### src/rtl/nba_pkg.sv
package nba_pkg;

    localparam int DEF_RATE_BITS = 32;
    localparam int DEF_TIME_BITS = 32;

    localparam int FIELD_BITS = 32;
    localparam int S_DATA_BITS = 160;
    localparam int M_DATA_BITS = 72;
    localparam int CFG_INDEX_BITS = 2;
    localparam int WINDOW_BITS = 16;
    localparam int QW = 17;

    localparam logic [QW-1:0] Q_HALF = 17'd32768;
    localparam logic [QW-1:0] Q_P70 = 17'd45875;
    localparam logic [QW-1:0] Q_P80 = 17'd52428;
    localparam logic [QW-1:0] Q_UP1ST = 17'd84541;
    localparam logic [QW-1:0] Q_UP = 17'd85852;
    localparam logic [QW-1:0] Q_FORCE = 17'd64880;
    localparam logic [QW-1:0] Q_SEED = 17'd66191;
    localparam logic [QW-1:0] Q_DIVERG = 17'd85196;

    localparam int HOLD_ALL_MS = 1000;
    localparam int HOLD_DIR_MS = 7000;
    localparam int HOLD_UP_MS = 15000;
    localparam logic [FIELD_BITS-1:0] MIN_PKTS = 32'd250;
    localparam logic [WINDOW_BITS-1:0] WINDOW_RESET = 16'd10000;

    localparam logic [CFG_INDEX_BITS-1:0] CFG_MIN = 2'd0;
    localparam logic [CFG_INDEX_BITS-1:0] CFG_MAX = 2'd1;
    localparam logic [CFG_INDEX_BITS-1:0] CFG_WINDOW = 2'd2;
    localparam logic [CFG_INDEX_BITS-1:0] CFG_FORCE = 2'd3;

    localparam logic [1:0] DIR_NONE = 2'd0;
    localparam logic [1:0] DIR_DOWN = 2'd1;
    localparam logic [1:0] DIR_UP = 2'd2;

    typedef enum logic [2:0] {
        QC_NONE,
        QC_HALF,
        QC_P70,
        QC_P80,
        QC_UP1ST,
        QC_UP,
        QC_FORCE
    } qcode_t;

    typedef enum logic [2:0] {
        MUL_NONE,
        MUL_CUR_SEED,
        MUL_TGT_Q,
        MUL_CUR_Q,
        MUL_PROD_DIV,
        MUL_CUR_DIV,
        MUL_TGT_DIV
    } mul_sel_t;

    typedef struct packed {
        logic load;
        logic eval;
        logic decide;
        mul_sel_t mul_sel;
        logic seed_wr;
        logic adj_wr;
        logic nt_latch;
        logic apply;
        logic div_chk;
        logic out_load;
    } dp_cmd_t;

    typedef struct packed {
        logic skip;
        logic adjust;
        logic tgt_zero;
        logic div_cand;
        logic hold;
        logic step_up;
    } dp_sts_t;

    function automatic logic [QW-1:0] q_value(input qcode_t code);
        logic [QW-1:0] q;
        q = '0;
        unique case (code)
            QC_HALF: q = Q_HALF;
            QC_P70: q = Q_P70;
            QC_P80: q = Q_P80;
            QC_UP1ST: q = Q_UP1ST;
            QC_UP: q = Q_UP;
            QC_FORCE: q = Q_FORCE;
            default: q = '0;
        endcase
        return q;
    endfunction

endpackage

### src/rtl/nba_ctrl.sv
module nba_ctrl (
    input  logic             clk,
    input  logic             rst_n,
    input  logic             s_tvalid,
    output logic             s_tready,
    output logic             m_tvalid,
    input  logic             m_tready,
    output nba_pkg::dp_cmd_t cmd,
    input  nba_pkg::dp_sts_t sts
);
    import nba_pkg::*;

    typedef enum logic [3:0] {
        S_IDLE,
        S_EVAL,
        S_DECIDE,
        S_SEED_MUL,
        S_SEED_WR,
        S_ADJ,
        S_NT,
        S_CAP,
        S_APPLY,
        S_DIV_MUL,
        S_DIV_NEXT,
        S_DIV_CHK,
        S_FINISH
    } state_t;

    state_t state_reg;
    state_t state_next;
    logic m_tvalid_reg;
    logic m_tvalid_next;
    logic out_free;

    assign out_free = !m_tvalid_reg || m_tready;
    assign s_tready = (state_reg == S_IDLE);
    assign m_tvalid = m_tvalid_reg;

    always_comb
    begin
        cmd = '0;
        cmd.mul_sel = MUL_NONE;
        state_next = state_reg;
        m_tvalid_next = m_tvalid_reg && !m_tready;
        unique case (state_reg)
            S_IDLE:
            begin
                if (s_tvalid)
                begin
                    cmd.load = 1'b1;
                    state_next = S_EVAL;
                end
            end
            S_EVAL:
            begin
                cmd.eval = 1'b1;
                state_next = S_DECIDE;
            end
            S_DECIDE:
            begin
                cmd.decide = 1'b1;
                if (sts.skip)
                    state_next = S_FINISH;
                else if (sts.adjust)
                    state_next = sts.tgt_zero ? S_SEED_MUL : S_ADJ;
                else if (sts.div_cand)
                    state_next = S_DIV_MUL;
                else
                    state_next = S_FINISH;
            end
            S_SEED_MUL:
            begin
                cmd.mul_sel = MUL_CUR_SEED;
                state_next = S_SEED_WR;
            end
            S_SEED_WR:
            begin
                cmd.seed_wr = 1'b1;
                state_next = S_ADJ;
            end
            S_ADJ:
            begin
                cmd.adj_wr = 1'b1;
                if (sts.hold)
                    state_next = S_FINISH;
                else
                begin
                    cmd.mul_sel = MUL_TGT_Q;
                    state_next = S_NT;
                end
            end
            S_NT:
            begin
                cmd.nt_latch = 1'b1;
                if (sts.step_up)
                begin
                    cmd.mul_sel = MUL_CUR_Q;
                    state_next = S_CAP;
                end
                else
                    state_next = S_APPLY;
            end
            S_CAP:
            begin
                cmd.mul_sel = MUL_PROD_DIV;
                state_next = S_APPLY;
            end
            S_APPLY:
            begin
                cmd.apply = 1'b1;
                state_next = S_FINISH;
            end
            S_DIV_MUL:
            begin
                cmd.mul_sel = MUL_CUR_DIV;
                state_next = S_DIV_NEXT;
            end
            S_DIV_NEXT:
            begin
                cmd.nt_latch = 1'b1;
                cmd.mul_sel = MUL_TGT_DIV;
                state_next = S_DIV_CHK;
            end
            S_DIV_CHK:
            begin
                cmd.div_chk = 1'b1;
                state_next = S_FINISH;
            end
            S_FINISH:
            begin
                if (out_free)
                begin
                    cmd.out_load = 1'b1;
                    m_tvalid_next = 1'b1;
                    state_next = S_IDLE;
                end
            end
            default:
                state_next = S_IDLE;
        endcase
    end

    always_ff @(posedge clk or negedge rst_n)
    begin
        if (!rst_n)
        begin
            state_reg <= S_IDLE;
            m_tvalid_reg <= 1'b0;
        end
        else
        begin
            state_reg <= state_next;
            m_tvalid_reg <= m_tvalid_next;
        end
    end

endmodule

### src/rtl/nba_dp.sv
module nba_dp #(
    parameter int RATE_BITS = nba_pkg::DEF_RATE_BITS,
    parameter int TIME_BITS = nba_pkg::DEF_TIME_BITS
) (
    input  logic                                 clk,
    input  logic                                 rst_n,
    input  logic [nba_pkg::S_DATA_BITS-1:0]      s_tdata,
    output logic [nba_pkg::M_DATA_BITS-1:0]      m_tdata,
    input  logic                                 cfg_wr,
    input  logic [nba_pkg::CFG_INDEX_BITS-1:0]   cfg_index,
    input  logic [nba_pkg::FIELD_BITS-1:0]       cfg_data,
    input  nba_pkg::dp_cmd_t                     cmd,
    output nba_pkg::dp_sts_t                     sts
);
    import nba_pkg::*;

    localparam int EXT = RATE_BITS + 33;
    localparam int MA = RATE_BITS + 1;
    localparam int PW = RATE_BITS + 2;
    localparam int FULL = RATE_BITS + 18;
    localparam int NW = FIELD_BITS + 7;
    localparam logic [RATE_BITS-1:0] RATE_MAX = '1;

    function automatic logic [RATE_BITS-1:0] sat_rate(input logic [EXT-1:0] v);
        return (v > EXT'(RATE_MAX)) ? RATE_MAX : v[RATE_BITS-1:0];
    endfunction

    logic [RATE_BITS-1:0] min_reg;
    logic [RATE_BITS-1:0] max_reg;
    logic [WINDOW_BITS-1:0] window_reg;
    logic force_reg;

    logic [RATE_BITS-1:0] target_reg;
    logic [TIME_BITS-1:0] adj_time_reg;
    logic adj_seen_reg;
    logic [TIME_BITS-1:0] down_time_reg;
    logic down_seen_reg;
    logic [TIME_BITS-1:0] up_time_reg;
    logic up_seen_reg;

    logic [TIME_BITS-1:0] now_reg;
    logic [FIELD_BITS-1:0] pkts_reg;
    logic [FIELD_BITS-1:0] nacks_reg;
    logic [FIELD_BITS-1:0] dur_reg;
    logic [RATE_BITS-1:0] rate_in_reg;

    logic skip_reg;
    logic valid_reg;
    logic [RATE_BITS-1:0] cur_reg;
    logic [NW-1:0] n100_reg;
    logic down_gt_up_reg;
    logic down_lt_dir_reg;
    logic up_lt_dir_reg;

    qcode_t qcode_reg;
    logic hold_reg;
    logic step_up_reg;

    logic [PW-1:0] prod_reg;
    logic [MA-1:0] nt_reg;

    logic notify_reg;
    logic [1:0] dir_reg;

    logic [M_DATA_BITS-1:0] out_reg;

    logic [TIME_BITS-1:0] el_adj;
    logic [TIME_BITS-1:0] el_down;
    logic [TIME_BITS-1:0] el_up;
    logic [NW-1:0] nacks_ext;
    logic [NW-1:0] pkts_ext;

    qcode_t q_next;
    logic raise_ok;
    logic hold_next;
    logic up_next;

    logic [MA-1:0] mul_a;
    logic [QW-1:0] mul_q;
    logic [FULL-1:0] prod_full;

    logic [MA-1:0] prev_ext;
    logic [MA-1:0] nt_sel;
    logic [MA-1:0] nt_clamp;

    logic [EXT-1:0] tgt_ext;
    logic [EXT-1:0] cur_ext;
    logic [FIELD_BITS-1:0] tgt_out;
    logic [FIELD_BITS-1:0] rate_out;

    assign el_adj = now_reg - adj_time_reg;
    assign el_down = now_reg - down_time_reg;
    assign el_up = now_reg - up_time_reg;
    assign nacks_ext = NW'(nacks_reg);
    assign pkts_ext = NW'(pkts_reg);

    always_comb
    begin
        q_next = QC_NONE;
        raise_ok = 1'b1;
        if (nacks_reg != '0 && valid_reg)
        begin
            if (n100_reg >= (pkts_ext << 3))
                q_next = QC_HALF;
            else if (n100_reg > (pkts_ext << 2) + pkts_ext)
                q_next = QC_P70;
            else if (n100_reg > (pkts_ext << 1) + pkts_ext)
                q_next = QC_P80;
            else if (n100_reg > pkts_ext)
                raise_ok = 1'b0;
        end
        if (q_next == QC_NONE && raise_ok && valid_reg && pkts_reg > MIN_PKTS)
        begin
            if (target_reg == '0)
                q_next = QC_UP1ST;
            else if (!down_seen_reg || down_gt_up_reg)
                q_next = QC_UP;
        end
        if (force_reg && q_next == QC_NONE && target_reg == '0 && cur_reg != '0)
            q_next = QC_FORCE;
        up_next = (q_next == QC_UP1ST) || (q_next == QC_UP);
        hold_next = up_next ? (up_seen_reg && up_lt_dir_reg)
                            : (down_seen_reg && down_lt_dir_reg);
    end

    assign sts.skip = skip_reg;
    assign sts.adjust = (q_next != QC_NONE);
    assign sts.tgt_zero = (target_reg == '0);
    assign sts.div_cand = (target_reg != '0) && (cur_reg != '0);
    assign sts.hold = hold_reg;
    assign sts.step_up = step_up_reg;

    always_comb
    begin
        mul_a = '0;
        mul_q = '0;
        case (cmd.mul_sel)
            MUL_CUR_SEED:
            begin
                mul_a = MA'(cur_reg);
                mul_q = Q_SEED;
            end
            MUL_TGT_Q:
            begin
                mul_a = MA'(target_reg);
                mul_q = q_value(qcode_reg);
            end
            MUL_CUR_Q:
            begin
                mul_a = MA'(cur_reg);
                mul_q = q_value(qcode_reg);
            end
            MUL_PROD_DIV:
            begin
                mul_a = prod_reg[MA-1:0];
                mul_q = Q_DIVERG;
            end
            MUL_CUR_DIV:
            begin
                mul_a = MA'(cur_reg);
                mul_q = Q_DIVERG;
            end
            MUL_TGT_DIV:
            begin
                mul_a = MA'(target_reg);
                mul_q = Q_DIVERG;
            end
            default:
            begin
                mul_a = '0;
                mul_q = '0;
            end
        endcase
    end

    assign prod_full = FULL'(mul_a) * FULL'(mul_q);

    always_comb
    begin
        prev_ext = MA'(target_reg);
        nt_sel = nt_reg;
        if (step_up_reg)
        begin
            if (nt_reg < prev_ext || PW'(nt_reg) > prod_reg)
                nt_sel = prev_ext;
        end
        else if (nt_reg > prev_ext)
            nt_sel = prev_ext;
        nt_clamp = nt_sel;
        if (nt_sel != '0)
        begin
            if (min_reg != '0 && nt_sel < MA'(min_reg))
                nt_clamp = MA'(min_reg);
            else if (max_reg != '0 && nt_sel > MA'(max_reg))
                nt_clamp = MA'(max_reg);
        end
    end

    assign tgt_ext = EXT'(target_reg);
    assign cur_ext = EXT'(cur_reg);
    assign tgt_out = (tgt_ext > EXT'(32'hFFFF_FFFF)) ? 32'hFFFF_FFFF : tgt_ext[FIELD_BITS-1:0];
    assign rate_out = notify_reg ? cur_ext[FIELD_BITS-1:0] : '0;
    assign m_tdata = out_reg;

    always_ff @(posedge clk or negedge rst_n)
    begin
        if (!rst_n)
        begin
            min_reg <= '0;
            max_reg <= '0;
            window_reg <= WINDOW_RESET;
            force_reg <= 1'b0;
        end
        else if (cfg_wr)
        begin
            unique case (cfg_index)
                CFG_MIN: min_reg <= sat_rate(EXT'(cfg_data));
                CFG_MAX: max_reg <= sat_rate(EXT'(cfg_data));
                CFG_WINDOW: window_reg <= cfg_data[WINDOW_BITS-1:0];
                CFG_FORCE: force_reg <= cfg_data[0];
                default: force_reg <= force_reg;
            endcase
        end
    end

    always_ff @(posedge clk or negedge rst_n)
    begin
        if (!rst_n)
        begin
            target_reg <= '0;
            adj_time_reg <= '0;
            adj_seen_reg <= 1'b0;
            down_time_reg <= '0;
            down_seen_reg <= 1'b0;
            up_time_reg <= '0;
            up_seen_reg <= 1'b0;
            notify_reg <= 1'b0;
            dir_reg <= DIR_NONE;
        end
        else
        begin
            if (cmd.load)
            begin
                notify_reg <= 1'b0;
                dir_reg <= DIR_NONE;
            end
            if (cmd.seed_wr)
                target_reg <= sat_rate(EXT'(prod_reg));
            if (cmd.adj_wr)
            begin
                adj_time_reg <= now_reg;
                adj_seen_reg <= 1'b1;
            end
            if (cmd.apply)
            begin
                target_reg <= sat_rate(EXT'(nt_clamp));
                notify_reg <= 1'b1;
                if (step_up_reg)
                begin
                    up_time_reg <= now_reg;
                    up_seen_reg <= 1'b1;
                    dir_reg <= DIR_UP;
                end
                else
                begin
                    down_time_reg <= now_reg;
                    down_seen_reg <= 1'b1;
                    dir_reg <= DIR_DOWN;
                end
            end
            if (cmd.div_chk)
                notify_reg <= (MA'(target_reg) > nt_reg) || (prod_reg < PW'(cur_reg));
        end
    end

    always_ff @(posedge clk)
    begin
        if (cmd.load)
        begin
            now_reg <= TIME_BITS'(s_tdata[31:0]);
            pkts_reg <= s_tdata[63:32];
            nacks_reg <= s_tdata[95:64];
            dur_reg <= s_tdata[127:96];
            rate_in_reg <= sat_rate(EXT'(s_tdata[159:128]));
        end
        if (cmd.eval)
        begin
            skip_reg <= (pkts_reg == '0) ||
                        (adj_seen_reg && el_adj < TIME_BITS'(HOLD_ALL_MS));
            valid_reg <= (dur_reg >= FIELD_BITS'(window_reg));
            cur_reg <= (dur_reg >= FIELD_BITS'(window_reg)) ? rate_in_reg : '0;
            n100_reg <= (nacks_ext << 6) + (nacks_ext << 5) + (nacks_ext << 2);
            down_gt_up_reg <= (el_down > TIME_BITS'(HOLD_UP_MS));
            down_lt_dir_reg <= (el_down < TIME_BITS'(HOLD_DIR_MS));
            up_lt_dir_reg <= (el_up < TIME_BITS'(HOLD_DIR_MS));
        end
        if (cmd.decide)
        begin
            qcode_reg <= q_next;
            hold_reg <= hold_next;
            step_up_reg <= up_next;
        end
        if (cmd.mul_sel != MUL_NONE)
            prod_reg <= prod_full[FULL-1:16];
        if (cmd.nt_latch)
            nt_reg <= prod_reg[MA-1:0];
        if (cmd.out_load)
            out_reg <= {5'd0, rate_out, tgt_out, dir_reg, notify_reg};
    end

endmodule

### src/rtl/nack_driven_bitrate_adapter.sv
// Bitrate adapter driven by periodic receiver reports.
// Each word on the s_ channel is one report; each report yields exactly one
// result word on the m_ channel, in order, with the notify flag, the step
// direction, the current target bitrate and the measured rate behind it.
// Configuration registers are written through the cfg_ channel, which is
// always ready; write them only while no report is in flight.
// An ignored report goes from acceptance through the evaluate and decide
// states to the output register; the longest path seeds a first target
// and then raises it. The single shared Q1.16 multiplier forms the seed,
// the stepped target, the raise cap and the divergence-check products,
// one product per cycle.
// A new report is accepted once the previous one has reached the output
// register, so a stalled receiver holds one finished result while the next
// report is processed; processing then waits for the output to drain.
// Reset clears the target, all adjustment timestamps and the output valid,
// and returns the registers to their defaults (10 s window, no clamps).
module nack_driven_bitrate_adapter #(
    parameter int RATE_BITS = nba_pkg::DEF_RATE_BITS,
    parameter int TIME_BITS = nba_pkg::DEF_TIME_BITS
) (
    input  logic                               clk,
    input  logic                               rst_n,
    input  logic                               s_tvalid,
    output logic                               s_tready,
    // now_ms, pkt_count, nack_count, duration_ms, cur_rate_bps
    input  logic [nba_pkg::S_DATA_BITS-1:0]    s_tdata,
    output logic                               m_tvalid,
    input  logic                               m_tready,
    // notify, direction, target_bps, reported_rate_bps, zero fill
    output logic [nba_pkg::M_DATA_BITS-1:0]    m_tdata,
    input  logic                               cfg_valid,
    output logic                               cfg_ready,
    input  logic [nba_pkg::CFG_INDEX_BITS-1:0] cfg_index,
    input  logic [nba_pkg::FIELD_BITS-1:0]     cfg_data
);
    import nba_pkg::*;

    dp_cmd_t cmd;
    dp_sts_t sts;

    assign cfg_ready = 1'b1;

    nba_ctrl u_ctrl (
        .clk      (clk),
        .rst_n    (rst_n),
        .s_tvalid (s_tvalid),
        .s_tready (s_tready),
        .m_tvalid (m_tvalid),
        .m_tready (m_tready),
        .cmd      (cmd),
        .sts      (sts)
    );

    nba_dp #(
        .RATE_BITS (RATE_BITS),
        .TIME_BITS (TIME_BITS)
    ) u_dp (
        .clk       (clk),
        .rst_n     (rst_n),
        .s_tdata   (s_tdata),
        .m_tdata   (m_tdata),
        .cfg_wr    (cfg_valid && cfg_ready),
        .cfg_index (cfg_index),
        .cfg_data  (cfg_data),
        .cmd       (cmd),
        .sts       (sts)
    );

endmodule
### config.mk
export PLATFORM = sky130hd
export DESIGN_NAME = nack_driven_bitrate_adapter
export DESIGN_NICKNAME = d
export VERILOG_FILES = /design/src/rtl/nba_pkg.sv /design/src/rtl/nba_ctrl.sv /design/src/rtl/nba_dp.sv /design/src/rtl/nack_driven_bitrate_adapter.sv
export SDC_FILE = /design/constraint.sdc
export NUM_CORES = 2
export LEC_CHECK = 0
export ABC_AREA = 0
export ABC_CLOCK_PERIOD_IN_PS = 16000
export BUFFER_PORTS_ARGS = -buffer_cell sky130_fd_sc_hd__buf_2
export CORE_MARGIN = 5
export CORE_UTILIZATION = 35
export DETAILED_ROUTE_END_ITERATION = 8
export SKIP_LAST_GASP = 1
export SYNTH_ARGS = -nofsm -noshare
export SYNTH_HDL_FRONTEND = slang
export SYNTH_SLANG_ARGS = --single-unit
export TNS_END_PERCENT = 20
### constraint.sdc
create_clock -name clk -period 16 [get_ports clk]
set_clock_uncertainty 0.15 [all_clocks]
set_input_delay 2.4 -clock clk [delete_from_list [all_inputs] [get_ports clk]]
set_output_delay 2.4 -clock clk [all_outputs]
set_load 0.05 [all_outputs]
==> results.txt <==
top cell type by total area after synthesis: edfxtp_1
FMAX: 101.6 MHz
Multi-input gate area: 0.03549 mm2
antenna violations before repair: 8
grt peak-use layer: met2
Pre-antenna DRT Iters: 5
Final Hold Fails: 0
Cells after Synth: 5917
Nets: 7530
io pins: 274
Seq/Total Area, Yosys: 29.63%
GRT overflow: 0
Pwr per Cell Area: 159.2 mW/mm2
worst vdd ir: 0.0001164 V
Crit path arrival time: 10140 ps
Hold WS: 317.8 ps
Worst Hold Class: register to register
Core ar.: 0.1604 mm2
FFs w/ async S/R, synth: 37.10%
top post-synthesis cells by area: edfxtp_1 20%, fa_1 18%, ha_1 14%
EDFF count, synth: 373
min Tclk post-route: 9845 ps
count of final setup violators: 0
M1 GR Usage: 27.28%
clock latency on the worst-skew pair: 690 ps
synth warn: 0
Critical R2R Launch: u_ctrl.state_reg[3]$_DFFE_PN0P_
CTS H-tree depth: 3
hold buffer count at CTS: 0
ys flop type: edfxtp_1
# rows: 147
vias in the first global route: 44397
Total Routing Usage GR: 19.98%
Die Wd: 411.5 um
Netlist cell types: 86
routed wire length per instance: 20.13 um
DP HPWL: 136100 um
Max-slew headroom: 13.40%
post_cts resized: 0
P&R area growth vs syn: 11.44%
unrepaired setup endpoints after global routing: false
Fillers: 16038
final setup TNS: 0 ps
vias per std cell: 5.201
element type at the critical path start: register
Worst Setup SP: u_ctrl.state_reg[3]$_DFFE_PN0P_
PortBufs: 267
DRT iter0 DRCs: 3312
chip height: 411.5 um
Crit. End Element: register
Worst path slowest cell: nor2_1
worst setup path class: register to register
drt total wl: 169200 um
clk buf depth: 3
number of flip-flops in the largest register: 67
Pwr Total: 10.01 mW
via count: 43717
Initial Util: 35.17%
Final period util: 61.53%
routability congestion estimate: 0.9222
Max Transition Viols Final: 0
GRT met2 Usage: 32.34%
Synth top area share: 19.86%
residual DRC count: 0
setup bufs post-CTS: 0
Req. time, crit path: 16290 ps
CTS root buf: clkbuf_16
Syn Area/Cell: 9.534 um2
outcome: finished, final reports clean
CP max stage delay: 820 ps
M3 GR Usage: 3.855%
P_leak: 29.66 nW
Slew @ Worst Pin: 1295 ps
sequential cell area: 0.01671 mm2
Max Cap Viol: 0
CTS buffer count: 73
cell area after synthesis: 0.05641 mm2
FF+latch count, synth: 593
hold_sp: u_dp.up_seen_reg$_DFFE_PN0P_
largest net degree at the start of global routing: 102
Clock Sinks: 593
first-pass GRT wire length: 262900 um
CTS tree: built
Clock Pin Slew Worst Setup and Hold Paths: 60 ps
ANT nets after route: 0
Crit path top cell by count: fa_1
critical path fanouts, max: 35
layout cells sized above 1: 9.095%
full die area: 0.1693 mm2
cell usage after synthesis, types with 40 or more instances:
library cell	number
inv_1	1035
xnor2_1	89
o21a_1	48
mux2i_1	40
clkbuf_1	118
and2_1	79
nor4_1	66
a21oi_1	238
and3_1	47
dfrtp_1	215
xor2_1	52
nor2_1	372
a21o_1	102
nand3_1	77
nand4_1	101
o21ai_0	318
ha_1	651
nor2b_1	48
nand2b_1	85
mux2_2	89
fa_1	494
nand2_1	666
nor3_1	70
edfxtp_1	373
where the power goes:
part	total (mW)	internal (mW)	switching [mW]	leakage (nW)
clock	1.66	0.957	0.706	1.14
sequential	2.67	2.18	0.491	6.01
combinational	5.68	2.17	3.51	22.5
total	10.0	5.30	4.71	29.7
per-layer routing:
layer / wire, um / up-vias
met5: 24 / -
met4: 5215 / 4
met3: 11880 / 308
met2: 76990 / 1390
met1: 75070 / 21485
li1: - / 20530
cell families (layout without fill, tap and decap cells):
family | count (synthesis) | after routing | synth area share [%]
buffers and inverters | 1168 | 1483 | 7.836
AND/OR/NAND/NOR | 1685 | 1685 | 13.96
XOR/XNOR | 141 | 141 | 2.189
multiplexers | 129 | 129 | 2.486
other | 2 | 16 | 0.01331
flip-flops | 593 | 593 | 29.63
AO/OA/AOI/OAI | 1054 | 1054 | 11.91
adder cells (fa/ha/maj) | 1145 | 1145 | 31.97
worst max-delay path: cells and delay by family, from the launching register on:
kind,cells,cell delay [ps]
flops,1,580
simple gates,9,2750
xor+xnor,1,90
buf+inv,6,630
compound gates,7,1850
fa+ha+maj,7,3520
final timing paths:
check                                          endpoint  slack (ps)  cells after the start
max                         u_dp.prod_reg[33]$_DFFE_PP_        6160                     30
min                        u_dp.up_seen_reg$_DFFE_PN0P_         320                      1
max reg2reg                 u_dp.prod_reg[33]$_DFFE_PP_        6160                     30
min reg2reg                u_dp.up_seen_reg$_DFFE_PN0P_         320                      1
max in group asynchronous   u_dp.min_reg[9]$_DFFE_PN0P_       11810                      3
min in group asynchronous   u_dp.dir_reg[1]$_DFFE_PN0P_        1650                      1
layout make-up:
cell class,instances,area share (%)
Antenna cell,1,0.003981
Clock buffer,96,3.190
Clock inverter,38,0.5832
Inverter,1035,6.180
Multi-Input combinational cell,4169,56.46
Sequential cell,593,26.58
Tap cell,2160,4.299
Timing Repair Buffer,314,2.703
cell usage in the layout (no fill, tap or decap), types with 11 or more instances in the layout:
master,count
o211ai_1,22
nand3_1,77
nor4_1,66
nor3_1,67
nand4_1,101
edfxtp_1,373
a22oi_1,38
and2_1,78
mux2i_1,39
o22ai_1,20
xor2_1,52
a211o_1,16
inv_1,1035
or3_1,12
ha_1,651
and4_1,11
buf_2,266
o21bai_1,26
and3_1,46
buf_4,47
clkbuf_1,16
nor2_1,369
o22a_1,29
a211oi_1,31
o21a_1,48
nor2b_1,47
o31ai_1,13
o21ai_0,315
a31oi_1,23
a21o_1,102
fa_1,494
nand2b_1,85
clkbuf_16,75
conb_1,15
a21oi_1,236
mux2_2,89
xnor2_1,89
dfrtp_1,215
nand2_1,665
through the flow:
step,area (um2),util [%],std cells,setup WS [ps]
2_1_floorplan,56460,-,5930,7676
3_3_place_gp,60490,37.72,8271,6458
3_5_place_dp,60490,37.72,8271,6306
4_1_cts,62860,39.19,8405,6284
5_1_grt,62860,39.19,8405,5667
6_report,62860,39.20,8406,6155
Note: power is estimated with default switching activity, not from simulation.
